===== config.mk =====
export PLATFORM = sky130hd
export DESIGN_NAME = sorted_insert_store
export DESIGN_NICKNAME = d
export VERILOG_FILES = /design/src/hw/rtl/sis_pkg.sv /design/src/hw/rtl/sorted_insert_store.sv /design/src/hw/rtl/sis_cell.sv /design/src/hw/rtl/sis_chain.sv
export SDC_FILE = /design/constraint.sdc
export NUM_CORES = 2
export LEC_CHECK = 0
export BUFFER_PORTS_ARGS = -buffer_cell sky130_fd_sc_hd__buf_2
export CAP_MARGIN = 20
export CORE_MARGIN = 5
export CORE_UTILIZATION = 63
export CTS_CLUSTER_DIAMETER = 100
export DETAILED_ROUTE_END_ITERATION = 10
export PLACE_DENSITY = 0.79
export SETUP_SLACK_MARGIN = 0.02
export SLEW_MARGIN = 20
export SYNTH_ARGS = -nofsm -noshare
export SYNTH_HDL_FRONTEND = slang
export SYNTH_SLANG_ARGS = --single-unit

===== constraint.sdc =====
create_clock -name clk_i -period 8 [get_ports clk_i]
set_input_delay 0.8 -clock clk_i [delete_from_list [all_inputs] [get_ports clk_i]]
set_output_delay 0.8 -clock clk_i [all_outputs]
set_load 0.02 [all_outputs]

===== src/hw/rtl/sis_pkg.sv =====
`timescale 1ns / 1ps

package sis_pkg;

  // Number of values the store can hold.
  localparam int CAP = 32;

  // Width of the internal fill count, wide enough to hold CAP itself.
  localparam int CNT_W = $clog2(CAP + 1);

  // Width of an index into the row of cells.
  localparam int IDX_W = $clog2(CAP);

  // Widths of the item fields.
  localparam int VAL_W = 32;
  localparam int OUT_CNT_W = 6;
  localparam int STATUS_W = 2;

  // Opcodes of an input item.
  localparam logic OP_INSERT = 1'b0;
  localparam logic OP_READ = 1'b1;

  // Status codes of a result item.
  localparam logic [STATUS_W-1:0] ST_INSERTED = 2'd0;
  localparam logic [STATUS_W-1:0] ST_FULL = 2'd1;
  localparam logic [STATUS_W-1:0] ST_ITEM = 2'd2;
  localparam logic [STATUS_W-1:0] ST_EMPTY = 2'd3;

  // Controller states.
  typedef enum logic {
    SIS_IDLE,
    SIS_READ
  } sis_state_e;

  // Commands from the controller to the row of cells.
  typedef struct packed {
    logic ins;  // insert the value in sorted position
    logic rot;  // rotate the occupied cells up by one place
  } sis_ctrl_t;

endpackage


===== src/hw/rtl/sorted_insert_store.sv =====
`timescale 1ns / 1ps

// Channel   Direction  Handshake                 Payload
// input     in         in_valid_i / in_stall_o   opcode_i, value_i
// result    out        out_valid_o / out_stall_i status_o, value_res_o, count_o, last_o
//
// On an insert, every cell compares against the new value at once and the row
// shifts by one place; its single result is registered.
// A read of n values first takes the item, then gives one result per cycle while
// the output is not stalled, as the cell row rotates through the read tap; input
// is held off until the last one is loaded.
// Reset empties the store by clearing the fill count; cell contents need none.
// A stalled result holds the output register; a new item is taken once it drains.

module sorted_insert_store
  import sis_pkg::*;
(
  input  logic                 clk_i,
  input  logic                 rst_ni,
  input  logic                 in_valid_i,
  output logic                 in_stall_o,
  input  logic                 opcode_i,
  input  logic [VAL_W-1:0]     value_i,
  output logic                 out_valid_o,
  input  logic                 out_stall_i,
  output logic [STATUS_W-1:0]  status_o,
  output logic [VAL_W-1:0]     value_res_o,
  output logic [OUT_CNT_W-1:0] count_o,
  output logic                 last_o
);

  sis_state_e state_q, state_d;
  logic [CNT_W-1:0] cnt_q, cnt_d;
  logic [CNT_W-1:0] left_q, left_d;
  logic             out_valid_q, out_valid_d;

  logic [STATUS_W-1:0] status_q, status_d;
  logic [VAL_W-1:0]    res_q, res_d;
  logic [CNT_W-1:0]    rcnt_q, rcnt_d;
  logic                last_q, last_d;

  logic             out_free;
  logic             in_acc;
  logic             full;
  logic             load;
  sis_ctrl_t        ctrl;
  logic [VAL_W-1:0] top_val;

  // Handshake.
  assign out_free = !out_valid_q || !out_stall_i;
  assign in_stall_o = (state_q != SIS_IDLE) || !out_free;
  assign in_acc = in_valid_i && !in_stall_o;
  assign full = (cnt_q == CNT_W'(CAP));

  // Row of compare-and-shift cells.
  sis_chain u_chain (
    .clk_i     (clk_i),
    .ctrl_i    (ctrl),
    .count_i   (cnt_q),
    .ins_val_i (value_i),
    .top_val_o (top_val)
  );

  // Next state.
  always_comb begin
    state_d = state_q;
    case (state_q)
      SIS_IDLE: begin
        if (in_acc && opcode_i == OP_READ && cnt_q != '0) begin
          state_d = SIS_READ;
        end
      end
      SIS_READ: begin
        if (out_free && left_q == CNT_W'(1)) begin
          state_d = SIS_IDLE;
        end
      end
      default: state_d = SIS_IDLE;
    endcase
  end

  // Controller outputs and result formation.
  always_comb begin
    ctrl = '0;
    load = 1'b0;
    cnt_d = cnt_q;
    left_d = left_q;
    status_d = status_q;
    res_d = res_q;
    rcnt_d = rcnt_q;
    last_d = last_q;
    case (state_q)
      SIS_IDLE: begin
        if (in_acc) begin
          load = 1'b1;
          res_d = '0;
          last_d = 1'b1;
          if (opcode_i == OP_INSERT) begin
            if (full) begin
              status_d = ST_FULL;
              rcnt_d = cnt_q;
            end else begin
              ctrl.ins = 1'b1;
              cnt_d = cnt_q + CNT_W'(1);
              status_d = ST_INSERTED;
              rcnt_d = cnt_q + CNT_W'(1);
            end
          end else if (cnt_q == '0) begin
            status_d = ST_EMPTY;
            rcnt_d = '0;
          end else begin
            // The values follow from the read state, one per cycle while the output is not stalled.
            load = 1'b0;
            left_d = cnt_q;
          end
        end
      end
      SIS_READ: begin
        if (out_free) begin
          ctrl.rot = 1'b1;
          load = 1'b1;
          status_d = ST_ITEM;
          res_d = top_val;
          rcnt_d = cnt_q;
          last_d = (left_q == CNT_W'(1));
          left_d = left_q - CNT_W'(1);
        end
      end
      default: begin
        ctrl = '0;
      end
    endcase
    out_valid_d = load || (out_valid_q && out_stall_i);
  end

  // Control registers.
  always_ff @(posedge clk_i or negedge rst_ni) begin
    if (!rst_ni) begin
      state_q <= SIS_IDLE;
      cnt_q <= '0;
      left_q <= '0;
      out_valid_q <= 1'b0;
    end else begin
      state_q <= state_d;
      cnt_q <= cnt_d;
      left_q <= left_d;
      out_valid_q <= out_valid_d;
    end
  end

  // Result register.
  always_ff @(posedge clk_i) begin
    if (load) begin
      status_q <= status_d;
      res_q <= res_d;
      rcnt_q <= rcnt_d;
      last_q <= last_d;
    end
  end

  assign out_valid_o = out_valid_q;
  assign status_o = status_q;
  assign value_res_o = res_q;
  assign count_o = rcnt_q[OUT_CNT_W-1:0];
  assign last_o = last_q;

  // The fill count never passes the capacity.
  a_cnt_bound: assert property (@(posedge clk_i) disable iff (!rst_ni)
    cnt_q <= CNT_W'(CAP))
    else $error("fill count exceeds capacity");

  // A read in progress always has values left to send and a nonempty store.
  a_read_left: assert property (@(posedge clk_i) disable iff (!rst_ni)
    state_q == SIS_READ |-> (left_q != '0 && cnt_q != '0))
    else $error("read state with nothing left to send");

  // An insert grows the store by exactly one.
  a_ins_count: assert property (@(posedge clk_i) disable iff (!rst_ni)
    ctrl.ins |=> cnt_q == $past(cnt_q) + CNT_W'(1))
    else $error("insert did not grow the store by one");

  // No new item is taken while a read is still streaming.
  a_no_accept_in_read: assert property (@(posedge clk_i) disable iff (!rst_ni)
    state_q == SIS_READ |-> !in_acc)
    else $error("item accepted during a read");

endmodule


===== src/hw/rtl/sis_cell.sv =====
`timescale 1ns / 1ps

module sis_cell
  import sis_pkg::*;
(
  input  logic             clk_i,
  input  sis_ctrl_t        ctrl_i,
  input  logic             occ_i,
  input  logic             prev_lt_i,
  input  logic [VAL_W-1:0] prev_val_i,
  input  logic [VAL_W-1:0] ins_val_i,
  output logic             lt_o,
  output logic [VAL_W-1:0] val_o
);

  logic [VAL_W-1:0] val_q;
  logic [VAL_W-1:0] val_d;

  // The stored value stays in place when it is less than the new value.
  assign lt_o = occ_i && ($signed(val_q) < $signed(ins_val_i));
  assign val_o = val_q;

  // On insert, the first cell that is not less takes the new value and every
  // cell after it takes its left neighbor. On rotate, every cell shifts up.
  always_comb begin
    val_d = val_q;
    if (ctrl_i.ins) begin
      if (!lt_o) begin
        val_d = prev_lt_i ? ins_val_i : prev_val_i;
      end
    end else if (ctrl_i.rot) begin
      val_d = prev_val_i;
    end
  end

  always_ff @(posedge clk_i) begin
    val_q <= val_d;
  end

endmodule


===== src/hw/rtl/sis_chain.sv =====
`timescale 1ns / 1ps

module sis_chain
  import sis_pkg::*;
(
  input  logic             clk_i,
  input  sis_ctrl_t        ctrl_i,
  input  logic [CNT_W-1:0] count_i,
  input  logic [VAL_W-1:0] ins_val_i,
  output logic [VAL_W-1:0] top_val_o
);

  logic [CAP-1:0]            occ;
  logic [CAP-1:0]            lt;
  logic [CAP-1:0][VAL_W-1:0] vals;
  logic [IDX_W-1:0]          top_idx;

  // The highest occupied cell holds the largest value. It is the read tap and
  // feeds cell zero, so a rotation stays within the occupied cells.
  assign top_idx = IDX_W'(count_i - CNT_W'(1));
  assign top_val_o = vals[top_idx];

  for (genvar g = 0; g < CAP; g++) begin : g_cell
    assign occ[g] = (CNT_W'(g) < count_i);

    if (g == 0) begin : g_first
      sis_cell u_cell (
        .clk_i      (clk_i),
        .ctrl_i     (ctrl_i),
        .occ_i      (occ[g]),
        .prev_lt_i  (1'b1),
        .prev_val_i (top_val_o),
        .ins_val_i  (ins_val_i),
        .lt_o       (lt[g]),
        .val_o      (vals[g])
      );
    end else begin : g_rest
      sis_cell u_cell (
        .clk_i      (clk_i),
        .ctrl_i     (ctrl_i),
        .occ_i      (occ[g]),
        .prev_lt_i  (lt[g-1]),
        .prev_val_i (vals[g-1]),
        .ins_val_i  (ins_val_i),
        .lt_o       (lt[g]),
        .val_o      (vals[g])
      );
    end
  end

endmodule

==> metrics.csv <==
stage,metric,value,unit
clocking,clk_latency,760,ps
synth,syn-cell-area,75600,um^2
die,die-area,127000,um^2
worst_setup_path,r2r_end,u_chain.g_cell[15].g_rest.u_cell.val_o[0]$_DFFE_PP_,
clocking,root_buffer,clkbuf_16,
die,chipWidth,356,um
synth,synth_edf_count,1065,
placed_design,post-dp-hpwl,164000,um
hold_path,hold-path-endpoint,state_q$_DFF_PN0_,
layout,fin_nets,7036,
drt,drtIter0Drc,6504,
flow_run,maxCapViolations,0,
synth,yosysMostFrequentCell,edfxtp_1,
placed_design,routabilityCongestion,0.965,
worst_setup_path,reg2reg_from,cnt_q[1]$_DFFE_PN0P_,
synth,yosys-top-cells-area,"edfxtp_1, ha_1, mux4_2, mux2_2, o21ai_0",
die,coreArea,120000,um^2
layout,syn_to_final_growth,8.30,%
pwr,power.leakage,31.4,nW
synth,ys_seq_elements,1079,
timing,final_max_slew_viol_count,0,
worst_setup_path,critical-path-slowest-cell,clkinv_1,
synth,syn-instance-count,5988,
timing,clock.fmax,180,MHz
worst_setup_path,path_cells,buf_2 > clkinv_1 > buf_4 > ha_1 > nand4_1 > nor4_1 > a311oi_1 > a21oi_1 > a211oi_2 > mux2_2 > nor3_4 > buf_4 > mux2_2,
worst_setup_path,cp.arrival,6040,ps
drt,postRouteWirelength,225000,um
global_routing,grt_use_total,34.6,%
pwr,power.density,361,nW/um^2
synth,syn_nets,7022,
die,ioPinCount,80,
timing,tns,0,ps
synth,yosys.area.top_type,edfxtp_1,
timing,fin_crit,5540,ps
synth,async_flop_share,1.30,%
drt,drcViolationCount,0,
timing,setup_viol,0,
die,die_y,356,um
drt,vias_per_cell,7.23,
worst_setup_path,crit_path_max_incr_delay,790,ps
synth,syn_area_per_cell,12.6,um^2
worst_setup_path,critical_path_class,in2reg,
worst_setup_path,end_kind,flip-flop,
global_routing,grt_max_degree,97,
global_routing,grtUsageMet1,44.9,%
status,outcome,completed,
timing,rsz0062_at_grt,no,
global_routing,antenna_found_initial,7,
synth,yosysSeqAreaShare,42.7,%
timing,slew_headroom,22.5,%
clocking,h-tree-depth,3,
synth,synth.distinct_cells,77,
synth,synth_common_cells,"edfxtp_1, ha_1, o21ai_0",
global_routing,use_met2,54.9,%
drt,num_vias,55800,
worst_setup_path,reg2reg_depth,10,
clocking,numCtsBuffers,119,
timing,finalHoldViolCount,0,
die,start_util,63.2,%
layout,drive_above_1_share,23.5,%
timing,worst_slack,2460,ps
clocking,cts_tree,built,
clocking,postCtsSetupRepairBufs,0,
hold_path,hold_start,out_stall_i,
clocking,cts_buffer_depth,3,
placed_design,post-place-ws,1890,ps
pwr,p_total,0.0296,W
synth,yosysWarnings,0,
die,fp-row-count,127,
synth,synth.top_cell.area_share,42.3,%
hold_path,worstHoldPathCells,3,
global_routing,grt_pass1_wl,336000,um
global_routing,grt_overflow_total,0,
global_routing,grt_pass1_vias,55300,
global_routing,busiest_layer,met2,
timing,period_share,69.3,%
hold_path,hold_class,in2reg,
synth,synth_top_flop_cell,edfxtp_1,
drt,ant_nets,0,
global_routing,met3_usage,7.76,%
worst_setup_path,path_max_fanout,24,
drt,wl_per_cell,29.2,um
worst_setup_path,r2r_slack,2740,ps
drt,dr.pass1.iters,6,
worst_setup_path,required,8500,ps
clocking,path_clk_slew,60,ps
placed_design,numPortBuffers,79,
timing,worst_pin_slew,1130,ps
clocking,clock-sinks,1079,
worst_setup_path,cp-start-kind,input pin,
timing,finClkSkew,31.5,ps
pwr,vdd.ir_drop.worst,0.331,mV
kinds of logic after synthesis:
logic type	after synthesis	synth area share (%)
compound gates	1459	10.9
flops	1079	42.7
mux	1078	20.8
fa+ha+maj	997	16.5
simple gates	960	6.46
buf+inv	401	2.42
xor+xnor	14	0.162
routing by layer:
layer	vias to the layer above	part of all wire, %
met5	-	0.030
met1	27800	37
met4	10	6.1
met3	661	11
li1	24000	-
met2	3424	46
where the power goes:
| group | switching [W] | internal [W] |
|---|---|---|
| registers | 0.00160 | 0.00887 |
| clock network | 0.00241 | 0.00326 |
| logic | 0.00754 | 0.00588 |
| total | 0.0115 | 0.0180 |
state kept, by name (all words and copies together), names as in the netlist:
name	cells
u_chain.g_cell.g_rest.u_cell.val_o	992
u_chain.g_cell.g_first.u_cell.val_o	32
value_res_o	32
cnt_q	6
count_o	6
left_q	6
status_o	2
last_o	1
out_valid_o	1
state_q	1
worst max-delay path by stage:
stage	start	end	cells after the start
global placement	value_i[8]	u_chain.g_cell[3].g_rest.u_cell.val_o[1]$_DFFE_PP_	13
detailed placement	value_i[8]	u_chain.g_cell[3].g_rest.u_cell.val_o[3]$_DFFE_PP_	13
global route	value_i[8]	u_chain.g_cell[3].g_rest.u_cell.val_o[3]$_DFFE_PP_	13
CTS	value_i[8]	u_chain.g_cell[3].g_rest.u_cell.val_o[3]$_DFFE_PP_	13
finish	value_i[8]	u_chain.g_cell[3].g_rest.u_cell.val_o[1]$_DFFE_PP_	13
floorplan	value_i[15]	u_chain.g_cell[26].g_rest.u_cell.val_o[0]$_DFFE_PP_	10
through the flow:
stage,cells,hold slack (ps),utilization [%],instance area [um^2]
after floorplan,5988,504,-,75600
after global routing,7714,376,68.4,81900
after detailed placement,7488,576,65.1,77900
after global placement,7488,562,65.1,77900
final,7717,366,68.5,81900
after CTS,7710,335,68.4,81800
timing repair:
item / in CTS / in global routing
resized for setup: 0 / 0
setup endpoints to repair: 0 / 0
hold endpoints to repair: 14 / 0
hold buffers: 1 / 0
worst max-delay path, delay by kind of cell:
kind            cells  cell delay (ps)
buf+inv             4             2180
compound gates      3             1090
mux                 2              780
simple gates        3              760
fa+ha+maj           1              340
layout make-up:
| type | count | area (um^2) |
|---|---|---|
| antenna | 3 | 7.51 |
| clock buffer | 151 | 3200 |
| clock inverter | 70 | 711 |
| fill | 8154 | 37800 |
| inverter | 66 | 248 |
| multi-input combinational | 4508 | 41700 |
| sequential | 1079 | 32300 |
| tap | 1612 | 2020 |
| timing repair buffer | 228 | 1670 |
cell usage in the layout (no fill, tap or decap), types with 10 or more instances in the layout:
cell       instances
a211o_1           10
bufinv_16         14
nand2b_1          45
mux2_2           634
a211oi_1          26
or2_2             18
o31ai_1           22
mux2_4            12
buf_4            138
mux2_1            73
a2111oi_0         18
mux4_2           320
clkbuf_16        122
o21ai_0          692
o211ai_1          12
a31oi_1           15
clkinv_2          25
a21o_1            79
ha_1             996
nor3_1            45
nor2_1           152
nand4_1          112
clkinv_1          53
a21oi_1          443
nor2b_1           57
nand2_1          344
nand3_1           49
edfxtp_1        1065
o21a_1            39
a221oi_1          21
mux2i_1           33
nor4_1            22
and4_1            39
buf_2             79
dfrtp_1           12
inv_1             35
nor4b_1           13
clkbuf_1          25
Note: power is estimated with default switching activity, not from simulation.
